`src/sv/rcd_pkg.sv`:
```
package rcd_pkg;

    localparam int DEPTH  = 1024;
    localparam int AW     = $clog2(DEPTH);
    localparam int CW     = $clog2(DEPTH + 1);
    localparam int MODE_W = 3;
    localparam int VAL_W  = 8;
    localparam int IDX_W  = 10;
    localparam int STAT_W = 2;
    localparam int OCC_W  = 11;
    localparam int CMP_W  = (CW > IDX_W) ? CW : IDX_W;

    typedef enum logic [MODE_W-1:0]
    {
        MODE_PUSH_FRONT = 3'd0,
        MODE_PUSH_BACK  = 3'd1,
        MODE_POP_FRONT  = 3'd2,
        MODE_POP_BACK   = 3'd3,
        MODE_REVERSE    = 3'd4,
        MODE_READ       = 3'd5
    } mode_t;

    typedef enum logic [STAT_W-1:0]
    {
        STATUS_OK    = 2'd0,
        STATUS_EMPTY = 2'd1,
        STATUS_FULL  = 2'd2
    } status_t;

    typedef struct packed
    {
        logic             wr_en;
        logic             rd_en;
        logic [AW-1:0]    addr;
        logic [VAL_W-1:0] wdata;
    } mem_req_t;

    typedef struct packed
    {
        logic          rd_ok;
        status_t       status;
        logic [CW-1:0] count;
    } op_result_t;

    // Sum of two positions below DEPTH folded back into the store
    function automatic logic [AW-1:0] wrap_pos(input logic [AW:0] p);
        logic [AW:0] q;
        q = p - (AW+1)'(DEPTH);
        return (p >= (AW+1)'(DEPTH)) ? q[AW-1:0] : p[AW-1:0];
    endfunction

endpackage

```
`src/sv/rcd_ctrl.sv`:
```
module rcd_ctrl
    import rcd_pkg::*;
(
    input  logic              clk,
    input  logic              rst_n,
    input  logic              accept,
    input  logic [MODE_W-1:0] mode,
    input  logic [VAL_W-1:0]  value,
    input  logic [IDX_W-1:0]  index,
    output mem_req_t          req,
    output op_result_t        res_next
);

    logic [AW-1:0] head_reg;
    logic [AW-1:0] head_next;
    logic [CW-1:0] count_reg;
    logic [CW-1:0] count_next;
    logic          rev_reg;
    logic          rev_next;
    logic [AW-1:0] off;
    logic          phys_front;

    always_comb
    begin
        head_next        = head_reg;
        count_next       = count_reg;
        rev_next         = rev_reg;
        req              = '0;
        req.wdata        = value;
        res_next.rd_ok   = 1'b0;
        res_next.status  = STATUS_OK;
        off              = '0;
        phys_front       = 1'b0;

        if (accept)
        begin
            case (mode)
                MODE_PUSH_FRONT, MODE_PUSH_BACK:
                begin
                    phys_front = (mode == MODE_PUSH_FRONT) != rev_reg;
                    if (count_reg >= CW'(DEPTH))
                    begin
                        res_next.status = STATUS_FULL;
                    end
                    else
                    begin
                        req.wr_en  = 1'b1;
                        count_next = count_reg + CW'(1);
                        if (phys_front)
                        begin
                            head_next = (head_reg == '0) ? AW'(DEPTH - 1)
                                                         : head_reg - AW'(1);
                            req.addr  = head_next;
                        end
                        else
                        begin
                            off      = AW'(count_reg);
                            req.addr = wrap_pos((AW+1)'(head_reg) + (AW+1)'(off));
                        end
                    end
                end
                MODE_POP_FRONT, MODE_POP_BACK:
                begin
                    phys_front = (mode == MODE_POP_FRONT) != rev_reg;
                    if (count_reg == '0)
                    begin
                        res_next.status = STATUS_EMPTY;
                    end
                    else
                    begin
                        req.rd_en      = 1'b1;
                        res_next.rd_ok = 1'b1;
                        count_next     = count_reg - CW'(1);
                        if (phys_front)
                        begin
                            req.addr  = head_reg;
                            head_next = wrap_pos((AW+1)'(head_reg) + (AW+1)'(1));
                        end
                        else
                        begin
                            off      = AW'(count_reg - CW'(1));
                            req.addr = wrap_pos((AW+1)'(head_reg) + (AW+1)'(off));
                        end
                    end
                end
                MODE_REVERSE:
                begin
                    rev_next = !rev_reg;
                end
                MODE_READ:
                begin
                    if (CMP_W'(index) >= CMP_W'(count_reg))
                    begin
                        res_next.status = STATUS_EMPTY;
                    end
                    else
                    begin
                        req.rd_en      = 1'b1;
                        res_next.rd_ok = 1'b1;
                        // count from the far end while reversed
                        off = rev_reg ? AW'(count_reg - CW'(1) - CW'(index))
                                      : AW'(index);
                        req.addr = wrap_pos((AW+1)'(head_reg) + (AW+1)'(off));
                    end
                end
                default:
                begin
                    res_next.status = STATUS_OK;
                end
            endcase
        end

        res_next.count = count_next;
    end

    always_ff @(posedge clk or negedge rst_n)
    begin
        if (!rst_n)
        begin
            head_reg  <= '0;
            count_reg <= '0;
            rev_reg   <= 1'b0;
        end
        else
        begin
            head_reg  <= head_next;
            count_reg <= count_next;
            rev_reg   <= rev_next;
        end
    end

endmodule

```
`config.mk`:
```
export PLATFORM = sky130hd
export DESIGN_NAME = rcd_ctrl
export DESIGN_NICKNAME = d
export VERILOG_FILES = /design/src/sv/rcd_pkg.sv /design/src/sv/rcd_ctrl.sv
export SDC_FILE = /design/constraint.sdc
export NUM_CORES = 1
export LEC_CHECK = 0
export BUFFER_PORTS_ARGS = -buffer_cell sky130_fd_sc_hd__buf_4
export CAP_MARGIN = 25
export CORE_MARGIN = 4
export CORE_UTILIZATION = 55
export CTS_CLUSTER_SIZE = 28
export DETAILED_ROUTE_END_ITERATION = 7
export PLACE_DENSITY = 0.76
export RECOVER_POWER = 50
export SLEW_MARGIN = 0
export SYNTH_ARGS = -nofsm -noshare
export SYNTH_HDL_FRONTEND = slang
export SYNTH_SLANG_ARGS = --single-unit
```
`constraint.sdc`:
```
create_clock -name clk -period 11.3 [get_ports clk]
set_clock_uncertainty 0.1 [all_clocks]
set_input_delay 0.565 -clock clk [delete_from_list [all_inputs] [get_ports clk]]
set_output_delay 0.565 -clock clk [all_outputs]
set_load 0.01 [all_outputs]
```
==> impl_metrics.ini, run 1 <==
[run_status]
status = finished clean

[sta]
fin_setup_tns_ns = 0
maxSlewViolCount = 0
setup_ws_ns = 5.68
layout_worst_path_cycle_share = 0.497
fmax_mhz = 178
rsz0062_at_grt = false
setup_viol = 0
worst_pin_slew_ns = 1.26
max-slew-margin-rel = 0.159
fin_crit_ns = 5.62
hold_viol = 0

[floorplanning]
rows = 30
die_y_um = 93.6
die_width_um = 93.6
die_area_um2 = 8760
start_util = 0.580
core_um2 = 6940
ios = 58

[synthesis]
yosysTopAreaCell = ha_1
postSynthAreaPerCell_um2 = 7.17
synth_warnings = 0
synth-seq-cells = 22
async_flop_share = 1.00
netlist_top_cells_area = ha_1 16%, dfrtp_1 14%, xnor2_1 8.0%, a21oi_1 7.0%, o21ai_0 5.7%
synthCells = 562
synthMostInstantiatedCell = a21oi_1
syn_nets = 640
yosys-top-cells-count = 56 x a21oi_1, 54 x nor2_1, 50 x ha_1
synth_edf_count = 0
yosysTopAreaCellShare = 0.155
ys_seq_area_frac = 0.137
syn_area_um2 = 4030
ys.flop_type = dfrtp_1
synth_cell_types = 59

[cts]
clk_pin_slew_ns = 0.08
cts_resized = 0
cts_tree = built
cts_max_level = 1
numCtsBuffers = 3
clkLatencyLatePin_ns = 0.27
cts_root_buf = clkbuf_8
cts_hold_buf = 0
numClockSinks = 22
post_cts_buffers = 0
clk_path_buf_depth = 2

[pwr]
ir_drop_mv = 0.165
power_frac_seq = 0.154
clockPowerShare = 0.051
internal-power_uw = 672
power_leakage_uw = 0.00189
p_sw_frac = 0.545
p_switching_uw = 804
power_frac_comb = 0.795
powerDensity_nw_per_um2 = 340

[route]
postRouteWirelength_um = 12600
dr.pass1.iters = 5
wire_per_inst_um = 18.9
viasPerCell = 6.28
vias = 4198
drtIter0Drc = 382
drcViolationCount = 0
drtAntennaViolNets = 0

[global_routing]
grt_pass1_vias = 3961
grt_pass1_wl_um = 19800
overflow = 0
grt_max_degree = 23
antenna_found_initial = 0
grt_usage = 0.286

[worst_setup_path]
reg2reg_to = count_reg[2]
regToRegSetupSlack_ns = 7.64
cp-startpoint = count_reg[0]
reg2reg_depth = 10
endpoint = req[17]
critPathMaxFanout = 7
critPathCaptureType = output pin
rr_startpoint = count_reg[0]
cp.required_ns = 10.64
critPathKind = flip-flop to output pin
crit_arrival_ns = 4.96
setup.worst_path.start_class = flip-flop

[layout]
diodes = 0
final_cells = 669
drive_above_1_share = 0.0977
largest_reg_flops = 11
area_growth_pct = 7.67
final_nets = 652

[placed_design]
dp_hpwl_um = 9890
dpl.cell_count = 663
port_buffers = 41
place.gp.congestion = 0.950
place_ws_ns = 6.29

[min_path]
hold_path_class = primary input to asynchronous set/reset pin

[job]
drv_cap = 0
power by group through the flow:
stage | logic (µW) | clock network, µW | registers (µW)
2_1_floorplan | 932 | 0 | 151
3_3_place_gp | 1130 | 0 | 221
3_5_place_dp | 1140 | 0 | 223
4_1_cts | 1160 | 78.3 | 221
5_1_grt | 1300 | 80.1 | 232
6_report | 1170 | 75.9 | 227
metrics by stage:
stage	instance area (µm²)	hold WS, ns	power, µW	utilization
after floorplan	4030	0.169	1080	-
after global placement	4270	0.374	1360	0.615
after detailed placement	4270	0.378	1370	0.615
after CTS	4340	0.0797	1460	0.626
after global routing	4340	0.540	1610	0.625
final	4340	0.439	1480	0.625
per-layer routing:
metal / up-vias / GRT usage / wire length, µm / share of wire
met1: 1917 / 0.383 / 5190 / 0.41
met5: - / 0 / 0 / 0
met3: 50 / 0.0282 / 1050 / 0.083
met4: 0 / 0.118 / 583 / 0.046
met2: 227 / 0.471 / 5790 / 0.46
li1: 2004 / - / - / -
layout by cell type, fill, tap and decap left out, drive strengths merged, types with 4 or more instances in the layout:
master,n
nor2,54
nand2b,9
o22ai,6
nand3,17
xor2,17
o211ai,6
buf,42
ha,50
or3,4
nor2b,12
a31oi,9
a21o,4
fa,4
a21oi,57
clkbuf,6
xnor2,37
o21ai,48
inv,34
nand2,49
or2,6
o21bai,4
dfrtp,22
o21a,10
a22oi,6
nand4,4
and3,4
nor3,12
worst max-delay path, stage by stage, from the launching register on:
cell and delay [ns]:
dfrtp_1 0.47, inv_1 0.19, ha_1 0.24, nor3b_1 0.52, nand2_1 0.22, nor3_1 0.62
xnor2_1 0.31, ha_1 0.39, xor2_1 0.17, mux2i_1 0.19, ha_1 0.31, a21oi_1 0.12
o21ai_0 0.11, xnor2_1 0.22, xnor2_1 0.14, nand2_1 0.07, a31oi_1 0.23, buf_4 0.16
how the worst min path moves through the flow:
stage	endpoint	from	slack (ns)
floorplan	count_reg[0]	rst_n	0.17
global placement	head_reg[4]	rst_n	0.37
detailed placement	head_reg[4]	rst_n	0.38
CTS	count_reg[6]	rst_n	0.08
global route	count_reg[8]	mode[1]	0.54
finish	head_reg[4]	rst_n	0.44
cell families after synthesis:
logic type                 count (synthesis)  share of synthesized area
DFF                                       22                      0.137
buffers and inverters                     72                     0.0811
adders and majority gates                 54                      0.175
and+or+nand+nor                          184                      0.223
muxes                                      1                    0.00248
AOI/OAI and AO/OA                        175                      0.264
xor gates and xnor gates                  54                      0.117
final cells by class:
class                      count  area, µm²
timing repair buffer          45        327
inverter                      34        128
multi-input combinational    468       3140
clock inverter                 1       30.0
fill                         701       2610
sequential                    22        551
tap                           96        120
clock buffer                   3       41.3
(Power assumes the default switching activity.)
==> run 2: changes to the inputs <==
==> constraint.sdc (replaced) <==
create_clock -name clk -period 5.75 [get_ports clk]
set_clock_uncertainty 0.1 [all_clocks]
set_input_delay 0.2875 -clock clk [delete_from_list [all_inputs] [get_ports clk]]
set_output_delay 0.2875 -clock clk [all_outputs]
set_load 0.01 [all_outputs]
==> run 2 against run 1 <==
Against the previous run: cell count up 0.15%; non-clock buffer count grew 1; global-route usage down 0.065 points; via count shrank 1.4%; critical endpoint unchanged; highest routed layer unchanged.
==> impl_metrics.ini, run 2 (same netlist as run 1, synthesis figures left out) <==
[layout]
mostFrequentLayoutCell = a21oi_1
fillers = 674
final-seq-area_um2 = 551
largest_reg_flops = 11
drive_above_1_share = 0.0976
multi_input_area_um2 = 3150
area_growth_pct = 7.95
final_nets = 653
diodes = 0
final_cell_mix = 56 x a21oi_1, 54 x nor2_1, 50 x ha_1
design_area_um2 = 4350

[worst_setup_path]
critPathMaxFanout = 7
cp_slowest_cell = nor3_1
crit_arrival_ns = 4.76
path_buf_inv = 2
setup.worst_path.start_class = flip-flop
reg2reg_to = count_reg[2]
cp_top_family = simple AND/OR/NAND/NOR gates
reg2reg_depth = 10
cp.required_ns = 5.36
cp.depth = 17
critPathCaptureType = output pin
critical_path.max_stage_delay_ns = 0.66
cp-startpoint = count_reg[0]
critPathKind = flip-flop to output pin
cp_cell_sequence = inv_1 > ha_1 > nor3b_2 > nand2_1 > nor3_1 > xnor2_1 > ha_1 > xor2_1 > mux2i_1 > ha_1 > a21oi_1 > o21ai_0 > xnor2_1 > xnor2_1 > nand2_1 > a31oi_1 > buf_4
endpoint = req[17]
regToRegSetupSlack_ns = 2.06
rr_startpoint = count_reg[0]

[cts]
numClockSinks = 22
cts_max_level = 1
cts_tree = built
post_cts_buffers = 0
clk_pin_slew_ns = 0.09
cts_root_buf = clkbuf_8
numCtsBuffers = 3
clk_path_buf_depth = 2
clkLatencyLatePin_ns = 0.27

[min_path]
hold_path_class = primary input to flip-flop

[route]
drcViolationCount = 0
vias = 4139
wire_per_inst_um = 18.5
drtAntennaViolNets = 0
drtIter0Drc = 337
viasPerCell = 6.18
dr.pass1.iters = 5
postRouteWirelength_um = 12400

[floorplanning]
die_width_um = 93.6
die_y_um = 93.6
ios = 58
rows = 30
die_area_um2 = 8760
start_util = 0.580
core_um2 = 6940

[job]
drv_cap = 0

[run_status]
status = finished clean

[sta]
fin_setup_tns_ns = 0
maxSlewViolCount = 0
fmax_mhz = 194
worst_pin_slew_ns = 1.28
hold_viol = 0
max-slew-margin-rel = 0.146
setup_viol = 0
setup_ws_ns = 0.605
fin_crit_ns = 5.14
rsz0062_at_grt = false
fin_hold_ws_ns = 0.245
layout_worst_path_cycle_share = 0.895

[pwr]
powerDensity_nw_per_um2 = 662
ir_drop_mv = 0.315
power_leakage_uw = 0.00189

[global_routing]
grt_pass1_wl_um = 19800
grt_pass1_vias = 3921
grt_max_degree = 23
grt_usage = 0.286
overflow = 0
antenna_found_initial = 0

[placed_design]
place.gp.congestion = 0.950
postPlaceCellArea_um2 = 4270
place_ws_ns = 1.03
dp_hpwl_um = 9850
port_buffers = 41
-- run 2: cell count changes in the layout (fill, tap and decap cells not counted), sizes merged --
cell | before | now
buf | 42 | 41
clkbuf | 6 | 7
dlygate4sd3 | 0 | 1
-- run 2: cell type report --
class / instances / share of cell area
clock buffer: 3 / 0.00949
multi-input combinational: 468 / 0.724
sequential: 22 / 0.127
tap: 96 / 0.0276
clock inverter: 1 / 0.00690
inverter: 34 / 0.0293
timing repair buffer: 46 / 0.0765
-- run 2: metal layers --
layer  vias up  global-route usage  share of wire
met5         -                   0              0
li1       2013                   -              -
met4         0               0.107          0.036
met2       196               0.460           0.46
met3        35              0.0338          0.085
met1      1895               0.391           0.42
-- run 2: worst register-to-register path, cell delays in order (launching register included) --
cell and delay, ns:
dfrtp_1 0.48, inv_1 0.19, ha_1 0.23, nor3b_2 0.34, nand2_1 0.17, nor3_1 0.67
a21oi_1 0.35, clkbuf_1 0.40, a22oi_1 0.29, nor2_1 0.07, xnor2_1 0.30
-- run 2: metrics by stage --
stage | power (µW) | util | instances
floorplan | 2130 | - | 562
global route | 3160 | 0.626 | 670
CTS | 2850 | 0.627 | 668
finish | 2880 | 0.626 | 670
detailed placement | 2680 | 0.615 | 663
global placement | 2660 | 0.615 | 663
-- run 2: timing repair --
item / in CTS / in global routing
hold endpoints to repair: 22 / 0
resized for setup: 0 / 0
setup endpoints to repair: 0 / 0
hold buffers: 1 / 0
-- run 2: worst min path at each step --
stage / slack [ns] / cells after the start / start / end
2_1_floorplan: -0.11 / 0 / rst_n / count_reg[0]
3_3_place_gp: 0.1 / 1 / rst_n / head_reg[4]
3_5_place_dp: 0.10 / 1 / rst_n / head_reg[4]
4_1_cts: 0.24 / 2 / mode[1] / count_reg[8]
5_1_grt: 0.26 / 2 / mode[1] / count_reg[8]
6_report: 0.25 / 2 / mode[1] / count_reg[8]
-- run 2: report_power, final --
part / switching, µW / leakage, µW / internal, µW
combinational: 1270 / 0.00159 / 1020
clock: 57.7 / 0.0000357 / 93.2
sequential: 229 / 0.000271 / 210
total: 1560 / 0.00189 / 1320
